$ cat config.mk
export PLATFORM = sky130hd
export DESIGN_NAME = rfu_controller
export DESIGN_NICKNAME = d
export VERILOG_FILES = /design/src/sv/rfu_pkg.sv /design/src/sv/rfu_controller.sv
export SDC_FILE = /design/constraint.sdc
export NUM_CORES = 1
export LEC_CHECK = 0
export ABC_AREA = 1
export BUFFER_PORTS_ARGS = -buffer_cell sky130_fd_sc_hd__buf_2
export CAP_MARGIN = 40
export CORE_MARGIN = 2
export CORE_UTILIZATION = 40
export CTS_BUF_LIST = sky130_fd_sc_hd__clkbuf_8
export DETAILED_ROUTE_END_ITERATION = 12
export HOLD_SLACK_MARGIN = 0.05
export MAX_ROUTING_LAYER = met4
export SLEW_MARGIN = 10
export SYNTH_ARGS = -nofsm -noshare
export SYNTH_HDL_FRONTEND = slang
export SYNTH_SLANG_ARGS = --single-unit
export TNS_END_PERCENT = 100
$ cat constraint.sdc
create_clock -name clock -period 1.8 [get_ports clock]
set_input_delay 0.36 -clock clock [delete_from_list [all_inputs] [get_ports clock]]
set_output_delay 0.36 -clock clock [all_outputs]
set_load 0.005 [all_outputs]
$ cat src/sv/rfu_pkg.sv
package rfu_pkg;

   localparam int OPERAND_WIDTH = 32;
   localparam int DW = 2 * OPERAND_WIDTH;
   localparam int CW = $clog2(DW);

   typedef enum logic [1:0] {
      OP_NORMALIZE = 2'd0,
      OP_ADD       = 2'd1,
      OP_COMPARE   = 2'd2,
      OP_UNUSED    = 2'd3
   } op_type;

   typedef struct packed {
      logic [1:0]         command;
      logic signed [31:0] a_numerator;
      logic signed [31:0] a_denominator;
      logic signed [31:0] b_numerator;
      logic signed [31:0] b_denominator;
   } req_word_type;

   typedef struct packed {
      logic signed [63:0] result_numerator;
      logic [61:0]        result_denominator;
      logic               is_equal;
      logic               zero_denominator;
   } rsp_word_type;

   typedef struct packed {
      logic                     neg;
      logic [OPERAND_WIDTH-1:0] mag;
   } smag_type;

   typedef enum logic [4:0] {
      S_IDLE, S_CHECK, S_MUL1, S_MUL2, S_MUL3, S_SUM, S_CMP, S_NLOAD, S_ZTEST,
      S_GINIT, S_GTWO, S_GAEVEN, S_GLOOP, S_DIVN_INIT, S_DIVN, S_DIVD_INIT,
      S_DIVD, S_DIVD_DONE, S_TRIV, S_FINISH
   } state_type;

   typedef enum logic [4:0] {
      C_NONE, C_LOAD, C_TRIV, C_MUL1, C_MUL2, C_MUL3, C_SUM, C_CMP, C_NLOAD,
      C_GINIT, C_GTWO, C_GAEVEN, C_GSTEP, C_DIVN_INIT, C_DIV_STEP, C_DIVD_INIT,
      C_DIVD_DONE, C_OUT
   } dp_cmd_type;

   typedef struct packed {
      logic [1:0] command;
      logic       zerr;
      logic       num_zero;
      logic       both_even;
      logic       a_even;
      logic       b_zero;
      logic       div_last;
   } dp_status_type;

   function automatic smag_type split_operand(input logic [31:0] v);
      logic [OPERAND_WIDTH-1:0] x;
      smag_type r;
      x = v[OPERAND_WIDTH-1:0];
      r.neg = x[OPERAND_WIDTH-1];
      r.mag = r.neg ? (~x + 1'b1) : x;
      return r;
   endfunction

endpackage

$ cat src/sv/rfu_controller.sv
module rfu_controller (
   input  logic                   clock,
   input  logic                   reset,
   input  logic                   req_valid,
   output logic                   req_stall,
   output logic                   rsp_valid,
   input  logic                   rsp_stall,
   input  rfu_pkg::dp_status_type status,
   output rfu_pkg::dp_cmd_type    cmd
);
   import rfu_pkg::*;

   state_type state_ff, state_in;
   logic      rsp_valid_ff, rsp_valid_in;
   logic      out_free;

   assign out_free  = !rsp_valid_ff || !rsp_stall;
   assign req_stall = (state_ff != S_IDLE);
   assign rsp_valid = rsp_valid_ff;

   always_comb begin
      state_in = state_ff;
      case (state_ff)
         S_IDLE:   if (req_valid) state_in = S_CHECK;
         S_CHECK: begin
            if (status.zerr || status.command == OP_UNUSED) state_in = S_TRIV;
            else if (status.command == OP_NORMALIZE) state_in = S_NLOAD;
            else state_in = S_MUL1;
         end
         S_MUL1:   state_in = S_MUL2;
         S_MUL2:   state_in = (status.command == OP_COMPARE) ? S_CMP : S_MUL3;
         S_MUL3:   state_in = S_SUM;
         S_SUM:    state_in = S_ZTEST;
         S_NLOAD:  state_in = S_ZTEST;
         S_ZTEST:  state_in = status.num_zero ? S_TRIV : S_GINIT;
         S_CMP:    state_in = S_FINISH;
         S_TRIV:   state_in = S_FINISH;
         S_GINIT:  state_in = S_GTWO;
         S_GTWO:   if (!status.both_even) state_in = S_GAEVEN;
         S_GAEVEN: if (!status.a_even) state_in = S_GLOOP;
         S_GLOOP:  if (status.b_zero) state_in = S_DIVN_INIT;
         S_DIVN_INIT: state_in = S_DIVN;
         S_DIVN:   if (status.div_last) state_in = S_DIVD_INIT;
         S_DIVD_INIT: state_in = S_DIVD;
         S_DIVD:   if (status.div_last) state_in = S_DIVD_DONE;
         S_DIVD_DONE: state_in = S_FINISH;
         S_FINISH: if (out_free) state_in = S_IDLE;
         default:  state_in = S_IDLE;
      endcase
   end

   always_comb begin
      cmd = C_NONE;
      rsp_valid_in = rsp_valid_ff && rsp_stall;
      case (state_ff)
         S_IDLE:      if (req_valid) cmd = C_LOAD;
         S_MUL1:      cmd = C_MUL1;
         S_MUL2:      cmd = C_MUL2;
         S_MUL3:      cmd = C_MUL3;
         S_SUM:       cmd = C_SUM;
         S_NLOAD:     cmd = C_NLOAD;
         S_CMP:       cmd = C_CMP;
         S_TRIV:      cmd = C_TRIV;
         S_GINIT:     cmd = C_GINIT;
         S_GTWO:      cmd = C_GTWO;
         S_GAEVEN:    cmd = C_GAEVEN;
         S_GLOOP:     cmd = C_GSTEP;
         S_DIVN_INIT: cmd = C_DIVN_INIT;
         S_DIVN:      cmd = C_DIV_STEP;
         S_DIVD_INIT: cmd = C_DIVD_INIT;
         S_DIVD:      cmd = C_DIV_STEP;
         S_DIVD_DONE: cmd = C_DIVD_DONE;
         S_FINISH: begin
            if (out_free) begin
               cmd = C_OUT;
               rsp_valid_in = 1'b1;
            end
         end
         default: cmd = C_NONE;
      endcase
   end

   always_ff @(posedge clock) begin
      if (reset) begin
         state_ff     <= S_IDLE;
         rsp_valid_ff <= 1'b0;
      end else begin
         state_ff     <= state_in;
         rsp_valid_ff <= rsp_valid_in;
      end
   end

   a_accept_to_check: assert property (@(posedge clock) disable iff (reset)
      (req_valid && !req_stall) |=> state_ff == S_CHECK)
      else $error("accepted word did not advance to check");

   a_finish_loads_out: assert property (@(posedge clock) disable iff (reset)
      (state_ff == S_FINISH && out_free) |=> rsp_valid)
      else $error("finished result not presented");

   a_finish_holds: assert property (@(posedge clock) disable iff (reset)
      (state_ff == S_FINISH && rsp_valid_ff && rsp_stall) |=> state_ff == S_FINISH)
      else $error("pending result overwritten");

   a_gcd_a_odd: assert property (@(posedge clock) disable iff (reset)
      (state_ff == S_GLOOP) |-> !status.a_even)
      else $error("gcd operand a lost odd form");

endmodule

Word-level counts from Yosys, hierarchy flattened --
Cells that the tools add are included.
Word-level totals: flip-flop bits (word level) 6, input port bits 12, output and inout bits 7, word-level logic and storage cells 59
Operators by class: equal/unequal tests 28, muxes and demuxes 17, reduce and logical (&&, ||, !) cells 12
Operators with widths (number):
- case mux 5 bit (17 select lines) | 2
- 2-to-1 mux 5 bit | 10
- == test 5 x 4 -> 1 bit, second input constant | 8
- == test 5 x 3 -> 1 bit, second input constant | 4
- == test 5 bit, second input constant | 4
- inequality test 2 bit, second input constant | 7
- == test 5 x 2 -> 1 bit, second input constant | 2
- AND reduction 7 bit | 1
- == test 5 x 1 -> 1 bit, second input constant | 1
- logical NOT 5 bit | 1
- nonzero test 5 bit | 1
- == test 2 bit, second input constant | 2
- OR reduction 2 bit | 2
- 2-to-1 mux 1 bit | 3
- 2-to-1 mux 3 bit | 1
- OR reduction 3 bit | 1
- logical NOT 1 bit | 2
- logical NOT 2 bit | 1
- logical OR 1 bit | 2
- 2-to-1 mux 2 bit | 1
- logical AND 1 bit | 1

Logic depth before layout (Yosys ltp) --
depth in word-level cells 4, mapped depth 10

Worst setup path before layout --
OpenSTA, ideal clock, no wires.
path type register -> output, from reg state_ff[4], to out cmd[0], data arrival time 1.101 ns, path slack 0.339 ns, stages on the path, launching flop included 7, buffers on the path 1, path through dfxtp_1 -> buf_6 -> nor2_2 -> nand2_1 -> nand2_1 -> a211oi_1 -> nand4_1
On the way: cells in the longest elaborated chain, start to end 3, elaborated cells between the ends (all ways) 20
RTL lines:
- start: declaration | line rfu_controller.sv:13 | state_type state_ff, state_in;
- start signal: assignment | line rfu_controller.sv:88 | state_ff <= state_in;
- == test 5 bit / == test 5 x 4 -> 1 bit (equally long branches) | line rfu_controller.sv:55 | case (state_ff)
- OR reduction 2 bit (no source line)
- case mux 5 bit (17 select lines) * | line rfu_controller.sv:55
- end: declaration | line rfu_controller.sv:9 | output rfu_pkg::dp_cmd_type cmd
Every way passes the cells marked *; elsewhere a longest branch is shown, timed or not.

Final worst setup path --
from reg state_ff[3], to out cmd[1]
The elaborated chain is that of the path after synthesis.

==> impl_metrics.py <==
metrics = {
    "status": {
        "status": "finished, violations left",
        "violations": "negative setup slack",
    },
    "clocking": {
        "cts.sinks": 6,
        "clockBufferDepth": 2,
        "cts_tree": "done",
        "path_clk_slew_ps": 40,
        "htreeDepth": 1,
        "insertion_delay_ps": 220,
        "root_buffer": "clkbuf_8",
        "cts_made_buffers": 3,
        "holdBufCountCts": 0,
    },
    "hold_path": {
        "holdPathEnd": "state_ff[3]",
        "hold_start": "reset",
        "holdPathStages": 2,
        "hp-class": "input port to flip-flop",
    },
    "critical_path": {
        "worstPathArrival_ps": 1470,
        "critPathMaxFanout": 4,
        "worst_path_most_repeated_cell": "nand2_2",
        "required_ps": 1440,
        "r2r_start": "state_ff[0]",
        "cp-end-kind": "output pin",
        "cp-start-kind": "flip-flop",
        "rr_endpoint": "state_ff[4]",
        "path_cells": "inv_2 > nand2_2 > nor2_2 > buf_4 > nand2_2 > nand2_1 > a21oi_2 > nand3_1 > buf_2",
        "cpLargestDelayFamily": "simple AND/OR/NAND/NOR gates",
        "critPathMaxStageDelay_ps": 360,
        "r2r_setup_slack_ps": 280,
        "crit_type": "flip-flop to output pin",
        "critPathBufInv": 3,
        "reg2regPathDepth": 10,
        "slowest_stage": "dfxtp_4",
    },
    "grt": {
        "grt_max_degree": 13,
        "grt_pass1_vias": 923,
        "antenna_found_initial": 0,
        "grt-ovfl-total": 0,
        "grt_pass1_wl_mm": 4.043,
        "grt_use_total": 0.2641,
    },
    "floorplanning": {
        "die_h_um": 47.86,
        "core_um2": 1764,
        "rows": 15,
        "die_w_um": 47.86,
        "io_pins": 19,
        "start_util": 0.4362,
        "dieArea_um2": 2291,
    },
    "timing": {
        "clock_skew_ps": 0.6444,
        "rsz0062_at_grt": "yes",
        "finalCritPeriodShare": 1.017,
        "worst_pin_slew_ps": 276.0,
        "drv_slew": 0,
        "hold_viol_final": 0,
        "post-route-min-period_ps": 1831,
        "setup_viol": 2,
        "setup_ws_ps": -30.97,
        "max_freq_mhz": 546.2,
        "max_slew_margin": 0.8153,
        "tns_ps": -53.60,
    },
    "synthesis": {
        "synth_area_um2": 769.5,
        "syn_area_per_cell_um2": 5.496,
        "ys_ff_latch": 6,
        "synth.top_cell.area_share": 0.2146,
        "synthCells": 140,
        "synthTopCellsByArea": "nand2_1 (21%), dfxtp_1 (16%), nand3_1 (11%)",
        "synth_fp_nets": 152,
        "ys_warn_count": 0,
        "yosysTopAreaCell": "nand2_1",
        "ys_types": 23,
        "ys_seq_area_frac": 0.1561,
    },
    "drt": {
        "drtIter0Drc": 51,
        "routed_wl_mm": 3.176,
        "via_per_inst": 5.594,
        "num_vias": 1158,
        "final_antenna_net_count": 0,
        "drt-pass1-iter-count": 4,
        "drc": 0,
        "routedWlPerCell_um": 15.34,
    },
    "finish": {
        "drive_above_1_share": 0.4835,
        "multi_input_comb_area_um2": 663.1,
        "nNetsFinal": 196,
        "fill_cells": 165,
        "antenna_cells": 0,
        "area_growth_pct": 61.79,
        "seqCellArea_um2": 138.9,
    },
    "power_and_ir_drop": {
        "power_density_nw_per_um2": 1393,
        "ir_drop_mv": 0.8183,
        "p_leak_nw": 0.6423,
    },
    "placement": {
        "portBuffers": 18,
        "pre_cts_slack_ps": 39.46,
        "gp_congestion": 0.9490,
        "dp_hpwl_mm": 1.921,
    },
    "job": {
        "cap_violations": 0,
    },
}
## cells by family after synthesis
logic type | count (synthesis) | share of synthesized area
and+or+nand+nor | 98 | 0.6016
DFF | 6 | 0.1561
AOI/OAI and AO/OA | 17 | 0.1301
buffers and inverters | 19 | 0.1122
## power by group
group / total (mW) / internal (mW) / switching [mW]
clock: 0.204 / 0.144 / 0.0602
sequential: 0.288 / 0.187 / 0.101
combinational: 1.24 / 0.548 / 0.695
total: 1.73 / 0.879 / 0.856
## flip-flops by register name (all words and copies together) (netlist names)
register,cells
rsp_valid,1
state_ff,5
## cell usage after synthesis
| library cell | n |
|---|---|
| nand3b_1 | 2 |
| a211oi_1 | 1 |
| nand3b_2 | 1 |
| buf_6 | 2 |
| o31ai_1 | 1 |
| nand2_1 | 44 |
| inv_1 | 13 |
| o2111ai_1 | 1 |
| nor2_2 | 5 |
| o21ai_0 | 3 |
| dfxtp_1 | 6 |
| nor2_1 | 20 |
| nand4_1 | 2 |
| o211ai_1 | 1 |
| a31oi_1 | 1 |
| inv_2 | 4 |
| nor2_4 | 3 |
| a21oi_1 | 8 |
| nand2_4 | 1 |
| o21a_1 | 1 |
| nand3_2 | 1 |
| nand3_1 | 17 |
| nand2_2 | 2 |
## metal layers
metal,vias up,GRT usage,part of all wire
met5,-,-,0
met1,519,0.3171,0.38
met4,0,0.05946,0.029
met3,15,0.07925,0.11
met2,84,0.4320,0.48
li1,540,-,-
## placed cells by master, fill, tap and decap left out, types with 2 or more instances in the layout
| cell | count |
|---|---|
| nand2_2 | 12 |
| nand4_1 | 2 |
| buf_2 | 18 |
| nor2_4 | 9 |
| nand3b_1 | 2 |
| nor2_1 | 16 |
| buf_4 | 20 |
| dfxtp_4 | 5 |
| nor2_2 | 3 |
| inv_2 | 4 |
| nand2_4 | 3 |
| inv_1 | 10 |
| a21oi_1 | 7 |
| inv_4 | 2 |
| clkbuf_8 | 3 |
| nand2_1 | 32 |
| o21ai_0 | 2 |
| nand3_1 | 17 |
## timing repair
item                       CTS  global route
pin swaps                    2            12
gates resized for setup     12            35
setup endpoints to repair    5             4
setup buffers                5            11
cloned                       0             1
## layout make-up
cell class                 count  area share
tap                           25     0.02513
multi-input combinational    115      0.5327
sequential                     6      0.1116
clock buffer                   3     0.03317
inverter                      17     0.05930
timing repair buffer          41      0.2382
## how the worst max path moves through the flow
| stage | startpoint | end | slack (ps) | cells past startpoint |
|---|---|---|---|---|
| 3_5_place_dp | state_ff[2] | cmd[3] | 40 | 6 |
| 3_3_place_gp | state_ff[2] | cmd[3] | 100 | 6 |
| 6_report | state_ff[3] | cmd[1] | -30 | 9 |
| 2_1_floorplan | state_ff[4] | cmd[0] | 340 | 6 |
| 5_1_grt | state_ff[3] | cmd[1] | -70 | 9 |
| 4_1_cts | state_ff[0] | cmd[0] | 5 | 8 |
## through the flow
step | total power, mW | area, um^2 | hold slack [ps] | utilization | std cells
2_1_floorplan | 0.8332 | 769.5 | 429.1 | - | 140
3_3_place_gp | 1.114 | 925.9 | 518.6 | 0.5248 | 187
3_5_place_dp | 1.111 | 925.9 | 528.4 | 0.5248 | 187
4_1_cts | 1.408 | 1035 | 373.7 | 0.5865 | 195
5_1_grt | 1.857 | 1245 | 386.7 | 0.7057 | 207
6_report | 1.735 | 1245 | 386.9 | 0.7057 | 207
(Power assumes the default switching activity.)
